===== src/rtl/pidc_pkg.sv =====
// Shared types, widths and codes for the clamped-integral PID controller.
`default_nettype none
package pidc_pkg;

  localparam int ERR_W          = 16;
  localparam int TICK_W         = 16;
  localparam int GAIN_W         = 16;
  localparam int INTEG_W        = 24;
  localparam int DRIVE_W        = 32;
  localparam int CFG_W          = 24;
  localparam int CFG_IDX_W      = 3;
  localparam int FRAC_BITS_DEF  = 8;

  // Shared multiplier: gain times the widest integer operand (sum plus error).
  localparam int MUL_B_W  = INTEG_W + 1;
  localparam int MUL_P_W  = GAIN_W + MUL_B_W;
  // Derivative: gain times error difference, magnitude fed to the divider.
  localparam int DIFF_W   = ERR_W + 1;
  localparam int DIV_N_W  = GAIN_W + DIFF_W;
  localparam int DIV_C_W  = $clog2(DIV_N_W);
  // Accumulator holds the exact sum of the three terms.
  localparam int ACC_W    = MUL_P_W + 2;

  localparam logic signed [INTEG_W-1:0] UPPER_RST = {1'b0, {(INTEG_W-1){1'b1}}};
  localparam logic signed [INTEG_W-1:0] LOWER_RST = {1'b1, {(INTEG_W-1){1'b0}}};

  typedef enum logic [CFG_IDX_W-1:0] {
    CFG_PROP_GAIN   = 3'd0,
    CFG_INTEG_GAIN  = 3'd1,
    CFG_DERIV_GAIN  = 3'd2,
    CFG_INTEG_UPPER = 3'd3,
    CFG_INTEG_LOWER = 3'd4
  } cfg_idx_t;

  typedef enum logic [2:0] {
    ST_IDLE,
    ST_PROP,
    ST_INTEG,
    ST_DERIV,
    ST_DSTART,
    ST_DIV,
    ST_OUT
  } state_t;

  typedef struct packed {
    logic signed [ERR_W-1:0] error_value;
    logic [TICK_W-1:0]       elapsed_ticks;
  } sample_t;

  typedef struct packed {
    logic signed [DRIVE_W-1:0] drive_value;
    logic                      deriv_skipped;
    logic                      integ_clamped;
  } result_t;

endpackage
`default_nettype wire


===== src/rtl/pid_controller_clamped_integral_top.sv =====
// Top level of the PID controller with clamped integral sum.
// Each sample word gives an error and the ticks since the previous sample; one result
// word follows with the saturated sum of the proportional, integral and derivative terms.
// A sequencer runs the three gain products one after another through a single shared
// multiplier, then divides the derivative product by the ticks in a serial divider that
// yields one quotient bit per cycle. No new sample is taken while one is in progress;
// the divide is bypassed when the derivative is skipped. The next sample is taken once
// the result is loaded into the output register, even if that result still waits to be
// taken downstream.
// Configuration must be written while no sample is in progress; this is not enforced.
`default_nettype none
module pid_controller_clamped_integral_top import pidc_pkg::*; #(
  parameter int GAIN_FRAC_BITS = FRAC_BITS_DEF
) (
  input  logic                 clk,
  input  logic                 rst,
  input  logic                 sample_valid,
  output logic                 sample_stall,
  input  sample_t              sample,
  output logic                 result_valid,
  input  logic                 result_stall,
  output result_t              result,
  input  logic                 cfg_write,
  input  logic [CFG_IDX_W-1:0] cfg_index,
  input  logic [CFG_W-1:0]     cfg_data
);

  state_t state, state_next;

  logic signed [GAIN_W-1:0]  prop_gain, integ_gain, deriv_gain;
  logic signed [INTEG_W-1:0] integ_upper, integ_lower;

  logic signed [INTEG_W-1:0] integral_sum;
  logic signed [ERR_W-1:0]   previous_error;
  logic                      have_previous;

  logic signed [ERR_W-1:0]   err;
  logic [TICK_W-1:0]         ticks;
  logic signed [MUL_B_W-1:0] sum_new;
  logic signed [DIFF_W-1:0]  diff;
  logic                      skipped;
  logic                      clamped;
  logic                      dneg;
  logic signed [ACC_W-1:0]   acc;

  logic signed [GAIN_W-1:0]  mul_a;
  logic signed [MUL_B_W-1:0] mul_b;
  logic signed [MUL_P_W-1:0] prod;
  logic [MUL_P_W-1:0]        prod_mag;
  logic                      div_start;
  logic                      div_done;
  logic [DIV_N_W-1:0]        quotient;

  logic                      accept;
  logic                      out_free;
  logic signed [MUL_B_W-1:0] clamp_hi;
  logic signed [MUL_B_W-1:0] clamp_val;
  logic                      clamp_hit;
  logic signed [ACC_W-1:0]   shifted;
  logic                      pos_ovf, neg_ovf;
  logic signed [DRIVE_W-1:0] drive_sat;

  assign accept   = sample_valid && !sample_stall;
  assign out_free = !result_valid || !result_stall;

  pidc_mul u_mul (
    .clk  (clk),
    .a    (mul_a),
    .b    (mul_b),
    .prod (prod)
  );

  assign prod_mag = prod[MUL_P_W-1] ? MUL_P_W'(-prod) : MUL_P_W'(prod);

  pidc_div u_div (
    .clk      (clk),
    .rst      (rst),
    .start    (div_start),
    .dividend (prod_mag[DIV_N_W-1:0]),
    .divisor  (ticks),
    .done     (div_done),
    .quotient (quotient)
  );

  // Sequencer
  always_ff @(posedge clk) begin
    if (rst) begin
      state <= ST_IDLE;
    end else begin
      state <= state_next;
    end
  end

  always_comb begin
    state_next   = state;
    sample_stall = 1'b1;
    mul_a        = prop_gain;
    mul_b        = MUL_B_W'(err);
    div_start    = 1'b0;
    case (state)
      ST_IDLE: begin
        sample_stall = 1'b0;
        if (sample_valid) begin
          state_next = ST_PROP;
        end
      end
      ST_PROP: begin
        state_next = ST_INTEG;
      end
      ST_INTEG: begin
        mul_a      = integ_gain;
        mul_b      = sum_new;
        state_next = ST_DERIV;
      end
      ST_DERIV: begin
        mul_a      = deriv_gain;
        mul_b      = MUL_B_W'(diff);
        state_next = ST_DSTART;
      end
      ST_DSTART: begin
        if (skipped) begin
          state_next = ST_OUT;
        end else begin
          div_start  = 1'b1;
          state_next = ST_DIV;
        end
      end
      ST_DIV: begin
        if (div_done) begin
          state_next = ST_OUT;
        end
      end
      ST_OUT: begin
        if (out_free) begin
          state_next = ST_IDLE;
        end
      end
      default: begin
        state_next = ST_IDLE;
      end
    endcase
  end

  // Configuration registers
  always_ff @(posedge clk) begin
    if (rst) begin
      prop_gain   <= '0;
      integ_gain  <= '0;
      deriv_gain  <= '0;
      integ_upper <= UPPER_RST;
      integ_lower <= LOWER_RST;
    end else if (cfg_write) begin
      case (cfg_idx_t'(cfg_index))
        CFG_PROP_GAIN:   prop_gain   <= cfg_data[GAIN_W-1:0];
        CFG_INTEG_GAIN:  integ_gain  <= cfg_data[GAIN_W-1:0];
        CFG_DERIV_GAIN:  deriv_gain  <= cfg_data[GAIN_W-1:0];
        CFG_INTEG_UPPER: integ_upper <= cfg_data[INTEG_W-1:0];
        CFG_INTEG_LOWER: integ_lower <= cfg_data[INTEG_W-1:0];
        default: begin
        end
      endcase
    end
  end

  // Upper bound first, then lower, so crossed bounds settle on the lower one
  always_comb begin
    clamp_hi  = (sum_new > MUL_B_W'(integ_upper)) ? MUL_B_W'(integ_upper) : sum_new;
    clamp_val = (clamp_hi < MUL_B_W'(integ_lower)) ? MUL_B_W'(integ_lower) : clamp_hi;
    clamp_hit = (sum_new > MUL_B_W'(integ_upper)) || (clamp_hi < MUL_B_W'(integ_lower));
  end

  // Controller state
  always_ff @(posedge clk) begin
    if (rst) begin
      integral_sum   <= '0;
      previous_error <= '0;
      have_previous  <= 1'b0;
    end else begin
      if (accept) begin
        previous_error <= sample.error_value;
        have_previous  <= 1'b1;
      end
      if (state == ST_PROP) begin
        integral_sum <= clamp_val[INTEG_W-1:0];
      end
    end
  end

  // Per-sample datapath
  always_ff @(posedge clk) begin
    if (accept) begin
      err     <= sample.error_value;
      ticks   <= sample.elapsed_ticks;
      sum_new <= MUL_B_W'(integral_sum) + MUL_B_W'(sample.error_value);
      diff    <= DIFF_W'(sample.error_value) - DIFF_W'(previous_error);
      skipped <= !have_previous || (sample.elapsed_ticks == '0);
    end
    case (state)
      ST_PROP: begin
        clamped <= clamp_hit;
      end
      ST_INTEG: begin
        acc <= ACC_W'(prod);
      end
      ST_DERIV: begin
        acc <= acc + ACC_W'(prod);
      end
      ST_DSTART: begin
        dneg <= prod[MUL_P_W-1];
      end
      ST_DIV: begin
        // quotient truncates toward zero; restore the sign here
        if (div_done) begin
          acc <= dneg ? acc - $signed(ACC_W'(quotient)) : acc + $signed(ACC_W'(quotient));
        end
      end
      default: begin
      end
    endcase
  end

  // Floor shift to integer units, then saturate to the drive width
  always_comb begin
    shifted   = acc >>> GAIN_FRAC_BITS;
    pos_ovf   = !shifted[ACC_W-1] && (|shifted[ACC_W-2:DRIVE_W-1]);
    neg_ovf   = shifted[ACC_W-1] && !(&shifted[ACC_W-2:DRIVE_W-1]);
    drive_sat = shifted[DRIVE_W-1:0];
    if (pos_ovf) begin
      drive_sat = {1'b0, {(DRIVE_W-1){1'b1}}};
    end else if (neg_ovf) begin
      drive_sat = {1'b1, {(DRIVE_W-1){1'b0}}};
    end
  end

  // Output register
  always_ff @(posedge clk) begin
    if (rst) begin
      result_valid <= 1'b0;
    end else if (state == ST_OUT && out_free) begin
      result_valid <= 1'b1;
    end else if (!result_stall) begin
      result_valid <= 1'b0;
    end
  end

  always_ff @(posedge clk) begin
    if (state == ST_OUT && out_free) begin
      result.drive_value   <= drive_sat;
      result.deriv_skipped <= skipped;
      result.integ_clamped <= clamped;
    end
  end

endmodule
`default_nettype wire


===== src/rtl/pidc_mul.sv =====
// Shared signed gain multiplier with a registered product.
`default_nettype none
module pidc_mul import pidc_pkg::*; (
  input  logic                      clk,
  input  logic signed [GAIN_W-1:0]  a,
  input  logic signed [MUL_B_W-1:0] b,
  output logic signed [MUL_P_W-1:0] prod
);

  always_ff @(posedge clk) begin
    prod <= a * b;
  end

endmodule
`default_nettype wire


===== src/rtl/pidc_div.sv =====
// Restoring serial divider, one quotient bit per cycle, unsigned operands.
`default_nettype none
module pidc_div import pidc_pkg::*; (
  input  logic               clk,
  input  logic               rst,
  input  logic               start,
  input  logic [DIV_N_W-1:0] dividend,
  input  logic [TICK_W-1:0]  divisor,
  output logic               done,
  output logic [DIV_N_W-1:0] quotient
);

  logic [DIV_N_W-1:0] quo;
  logic [TICK_W-1:0]  rem;
  logic [TICK_W-1:0]  dvs;
  logic [DIV_C_W-1:0] count;
  logic               running;
  logic [TICK_W:0]    trial;
  logic [TICK_W:0]    trial_sub;
  logic               fits;

  always_comb begin
    trial     = {rem, quo[DIV_N_W-1]};
    trial_sub = trial - {1'b0, dvs};
    fits      = trial >= {1'b0, dvs};
  end

  always_ff @(posedge clk) begin
    if (rst) begin
      running <= 1'b0;
      done    <= 1'b0;
      count   <= '0;
    end else begin
      done <= 1'b0;
      if (start) begin
        running <= 1'b1;
        count   <= DIV_C_W'(DIV_N_W - 1);
      end else if (running) begin
        count <= count - 1'b1;
        if (count == '0) begin
          running <= 1'b0;
          done    <= 1'b1;
        end
      end
    end
  end

  always_ff @(posedge clk) begin
    if (start) begin
      quo <= dividend;
      rem <= '0;
      dvs <= divisor;
    end else if (running) begin
      // shift in next dividend bit, subtract when it fits
      quo <= {quo[DIV_N_W-2:0], fits};
      rem <= fits ? trial_sub[TICK_W-1:0] : trial[TICK_W-1:0];
    end
  end

  assign quotient = quo;

endmodule
`default_nettype wire


===== config.mk =====
export PLATFORM = sky130hd
export DESIGN_NAME = pid_controller_clamped_integral_top
export DESIGN_NICKNAME = d
export VERILOG_FILES = /design/src/rtl/pidc_pkg.sv /design/src/rtl/pid_controller_clamped_integral_top.sv /design/src/rtl/pidc_mul.sv /design/src/rtl/pidc_div.sv
export SDC_FILE = /design/constraint.sdc
export NUM_CORES = 2
export LEC_CHECK = 0
export BUFFER_PORTS_ARGS = -buffer_cell sky130_fd_sc_hd__buf_4
export CAP_MARGIN = 25
export CORE_MARGIN = 2
export CORE_UTILIZATION = 45
export DETAILED_ROUTE_END_ITERATION = 7
export GPL_TIMING_DRIVEN = 1
export HOLD_SLACK_MARGIN = 0.02
export PLACE_DENSITY = 0.66
export SYNTH_ARGS = -nofsm -noshare
export SYNTH_HDL_FRONTEND = slang
export SYNTH_SLANG_ARGS = --single-unit

===== constraint.sdc =====
create_clock -name clk -period 10.1 [get_ports clk]
set_input_delay 1.515 -clock clk [delete_from_list [all_inputs] [get_ports clk]]
set_output_delay 1.515 -clock clk [all_outputs]
set_load 0.005 [all_outputs]

Word-level counts from Yosys, hierarchy flattened. Cells that the tools add are included.

Word-level logic and storage cells: 113. Bits in registers: 409. Output and inout bits: 36. Input bits: 64.

Equality and inequality tests: 14. Magnitude comparators: 3. Muxes and demuxes: 28. Reductions and logical operators: 29. Add/sub/neg operators: 8. Multipliers: 1. Bitwise operators: 1.

Operators with widths (count): 43-bit one-hot mux with 3 select lines (1); 33-bit 2-to-1 mux (3); 43-bit 2-to-1 mux (2); 25-bit one-hot mux with 2 select lines (1); 43-bit by 34-bit adder with 43-bit output (1); 43-bit by 41-bit adder with 43-bit output (1); 43-bit by 34-bit subtractor with 43-bit output (1); 16-bit by 25-bit multiplier with 41-bit output (1); 33-bit negation (1); 32-bit 2-to-1 mux (1); 16-bit one-hot mux with 2 select lines (1); 24-bit by 16-bit adder with 25-bit output (1); 25-bit by 24-bit greater-than comparator with 1-bit output (1); 25-bit by 24-bit less-than comparator with 1-bit output (1); 25-bit 2-to-1 mux (1); 24-bit 2-to-1 mux (1); 3-bit one-hot mux with 7 select lines (1); 17-bit by 16-bit >= comparator with 1-bit output (1); 16-bit by 16-bit subtractor with 17-bit output (1); 16-bit logical NOT (1); 16-bit 2-to-1 mux (1); 16-bit subtractor (1); 3-bit by 2-bit equality test with 1-bit output (second input constant) (4); 3-bit equality test (second input constant) (4); other kinds (22) (51).

Longest topological paths before layout.
Depth after elaboration: 4. Mapped depth: 31. Depth with buffers taken out: 28.

Cells and area by module. A second synthesis with hierarchy kept.

Cells, all modules: 4297. Area total of the unflattened synthesis: 38378.1 µm².

Modules (own cells, without submodules): pid_controller_clamped_integral_top (times used 1, area an instance 19229.7 µm², seq. area each 7447.1 µm², cells an instance 2266); pidc_mul (times used 1, area an instance 15299.7 µm², seq. area each 820.8 µm², cells an instance 1702); pidc_div (times used 1, area an instance 3848.7 µm², seq. area each 1951.9 µm², cells an instance 329).

Worst setup path after synthesis. No wires, ideal clock.

Path type: register to register. Start point: register state[2]. End point: register u_mul.prod[26]. Cell stages (with the launch flop): 30. Period minus slack after synthesis: 7654 ps. Buffers on the path: 5. Library setup time: 72 ps. Data required time: 10028 ps. Setup slack: 2446 ps. Arrival: 7581 ps. Cells stage by stage: dfxtp_1 -> clkbuf_1 -> nand2b_1 -> clkbuf_1 -> clkbuf_1 -> buf_1 -> o21a_1 -> clkbuf_1 -> nor2_1 -> fa_1 -> inv_1 -> fa_1 -> fa_1 -> fa_1 -> inv_1 -> fa_1 -> inv_1 -> fa_1 -> inv_1 -> ha_1 -> a2111oi_0 -> o21ai_0 -> a32o_1 -> a31oi_1 -> nor2_1 -> o21a_1 -> a21o_1 -> and2_1 -> o41ai_1 -> xnor2_1.

Longest elaborated chain between the ends: 3. Elaborated cells on any way between the ends: 5. Those cells by class: mul (1); eq/ne (2); mux (2).

Ends and longest elaborated chain: from (decl) (line pid_controller_clamped_integral_top.sv:28) `state_t state, state_next;`; from (signal assigned) (line pid_controller_clamped_integral_top.sv:90) `state <= state_next;`; 3-bit by 2-bit equality test with 1-bit output (line pid_controller_clamped_integral_top.sv:100) `case (state)`; 16-bit one-hot mux with 2 select lines or 25-bit one-hot mux with 2 select lines (tied branches) (line pid_controller_clamped_integral_top.sv:100); 16-bit by 25-bit multiplier with 41-bit output (*) (line pidc_mul.sv:11) `prod <= a * b;`; to (signal assigned) (line pidc_mul.sv:11); to (decl) (line pidc_mul.sv:7) `output logic signed [MUL_P_W-1:0] prod`.

Mark *: on every way between the ends. The rest lies on a longest branch, timed or not. A chain may end at the register's enable or synchronous reset.

Worst setup path in the final report.
Start point: register state[1]. End point: register u_mul.prod[40].

Same word-level chain as after synthesis.

==> flow_metrics.tcl <==
set metrics [dict create \
    outcome "completed" \
    r2r-end "u_mul.prod[40]" \
    slew_headroom 0.278 \
    fin_worst_skew_ps 55.1 \
    cts-root-buf "clkbuf_16" \
    grt_overflow_total 0 \
    rsz0062_at_grt "false" \
    drv_cap 0 \
    clk_pin_slew_ps 60 \
    path_class "register to register" \
    setup-violations-final 0 \
    die_h_um 294 \
    fin_crit_sh 0.848 \
    finalWorstPathRequiredPeriod_ps 8560 \
    tightest_slew_ps 1070 \
    m1WireLength_mm 42.9 \
    cp.required_ps 10580 \
    numCtsBuffers 48 \
    grt_pass1_wl_mm 158 \
    multi_input_area_mm2 0.0246 \
    place_hpwl_mm 76.1 \
    clock-sinks 409 \
    finalInstanceArea_mm2 0.0415 \
    final_common_cell "nand2_1" \
    placement.io_buffers 99 \
    ys_types 68 \
    syn_avg_cell_area_um2 8.72 \
    ios 100 \
    start_kind "register" \
    min_to "u_div.dvs[12]" \
    die_area_mm2 0.0864 \
    met3_length_mm 6.05 \
    hold_path_depth 0 \
    synth_enable_flop_cells 203 \
    first_iter_violations 2134 \
    regToRegStartpoint "state[1]" \
    power_leakage_nw 18.4 \
    hp-class "register to register" \
    fillers 7893 \
    ys_ff_latch 409 \
    critPathArrivalTime_ps 9040 \
    htreeDepth 2 \
    clockBufferDepth 3 \
    place_congestion 0.918 \
    ctsHoldBuffers 0 \
    cts_tree "built" \
    ir_drop_v 0.000138 \
    firstDrtPassIters 5 \
    grt_usage 0.229 \
    grt_pass1_vias 29600 \
    synth_warnings 0 \
    reg2reg_depth 23 \
    rows 106 \
    insertedDiodeCount 0 \
    finalHoldViolations 0 \
    slew_viol_final 0 \
    met2_length_mm 45.1 \
    synth_seq_area_share 0.270 \
    regArea_mm2 0.0102 \
    syn-num-nets 5046 \
    hp-start "ticks[12]" \
    end_kind "register" \
    final_layout_size_suffix_gt1_frac 0.0628 \
    vias_per_cell 5.41 \
    power.density_mw_per_mm2 169 \
    clkLatencyLatePin_ps 620 \
    routedWlPerCell_um 17.8 \
    synth_cells 4339 \
    clock.fmax_mhz 117 \
    die_w_um 294 \
    postRouteAntennaNets 0 \
    post-route-drc-count 0 \
    wl_mm 97.2 \
    synth_flop_cell "dfxtp_1" \
    fin_setup_tns_ps 0 \
    cts_setup_buffers 0 \
    area_growth_pct 9.66 \
    crit_fanout 74 \
    syn_area_mm2 0.0378 \
    layout.nets 5062 \
    fp.coreArea_mm2 0.0834 \
    r2r_slack_ps 1540 \
    cts-resized-gates 0 \
    mostFrequentLayoutCells "nand2_1, inv_1, fa_1" \
    antenna_found_initial 0 \
    grt_max_degree 109 \
    dpl-instance-area_mm2 0.0397 \
    dr.max_layer_used "met4" \
    vias 29600 \
    initial_core_util 0.454 \
    async_flop_share 0 \
]
## registers in the layout, summed over array words and instances, names as in the netlist, 24 cells and up
signal / count
integ_lower: 24
acc: 43
integ_upper: 24
u_div.quotient: 33
result: 34
sum_new: 25
u_mul.prod: 41
integral_sum: 24
## power breakdown
part	total, mW	switching (mW)	leakage (nW)	internal (mW)
clock network	1.83	0.731	0.837	1.10
registers	2.20	0.207	3.57	1.99
logic	2.98	1.79	14.0	1.19
## synthesized netlist by cell type, drive strengths merged, types with 15 or more instances
cell	number	area (um2)
nor3	49	250
and2	18	113
fa	392	7850
o21a	81	608
a211oi	17	128
nor4	20	131
xnor2	120	1050
dfxtp	206	4120
nand4	23	144
nand3b	49	368
xor2	90	788
nor2	347	1300
clkbuf	167	627
inv	622	2330
o311ai	26	228
or3	35	224
a21o	62	465
nand2b	47	294
o21ai	231	1160
mux2i	37	370
a31oi	27	169
nand4b	24	210
buf	19	76.3
nor2b	30	188
nand2	670	2510
edfxtp	203	6100
o21bai	15	113
a21oi	268	1340
ha	251	3140
nand3	36	180
## per-stage QoR
stage	instances	total power, mW	util	worst slack [ps]	hold slack (ps)
2_1_floorplan	4339	4.41	-	2450	400
6_report	5475	7.00	0.497	1540	413
4_1_cts	5471	7.02	0.496	1660	415
3_5_place_dp	5381	5.16	0.476	1640	406
3_3_place_gp	5377	5.13	0.475	1830	403
5_1_grt	5475	7.51	0.497	897	426
## kinds of logic (layout without fill, tap and decap cells)
kind of cell | Yosys count | in the layout | share of synthesized area
XOR/XNOR | 210 | 210 | 0.0486
AND/OR/NAND/NOR | 1403 | 1403 | 0.167
buffers and inverters | 811 | 867 | 0.0806
multiplexers | 41 | 41 | 0.0110
AO/OA/AOI/OAI | 822 | 822 | 0.132
adder cells (fa/ha/maj) | 643 | 643 | 0.290
flip-flops | 409 | 409 | 0.270
## per-layer routing
metal	GRT usage	vias up
met5	0	-
met4	0.0709	0
met3	0.0314	180
met2	0.381	883
met1	0.308	14300
li1	-	14300
## critical path: stages (launching register included)
cell and delay, ps:
dfxtp_1 660, nand2b_4 520, o21ai_0 990, nand2_1 180, fa_1 540, fa_1 540, inv_1 60, fa_1 510
fa_1 540, fa_1 550, inv_1 50, fa_1 520, inv_1 40, ha_1 220, a2111oi_0 390, o21ai_0 240
a32o_1 270, a31oi_1 450, o211ai_1 250, nand2_1 160, o311ai_0 190, a31o_2 270, a21oi_1 180, xnor2_1 80
## worst max path at each step
stage,start,endpoint,slack [ps],cells past startpoint
after floorplan,state[2],u_mul.prod[26],2450,29
after global placement,state[0],u_mul.prod[40],1830,25
after detailed placement,state[1],u_mul.prod[40],1640,23
after CTS,state[1],u_mul.prod[40],1660,23
after global routing,state[1],u_mul.prod[40],900,25
final,state[1],u_mul.prod[40],1540,23
## cell type report
cell class	count	share of cell area
timing repair buffer	152	0.0298
tap	1080	0.0326
inverter	625	0.0566
multi-input combinational	3119	0.594
sequential	409	0.246
clock buffer	67	0.0344
clock inverter	23	0.00669
Note: power is estimated with default switching activity, not from simulation.
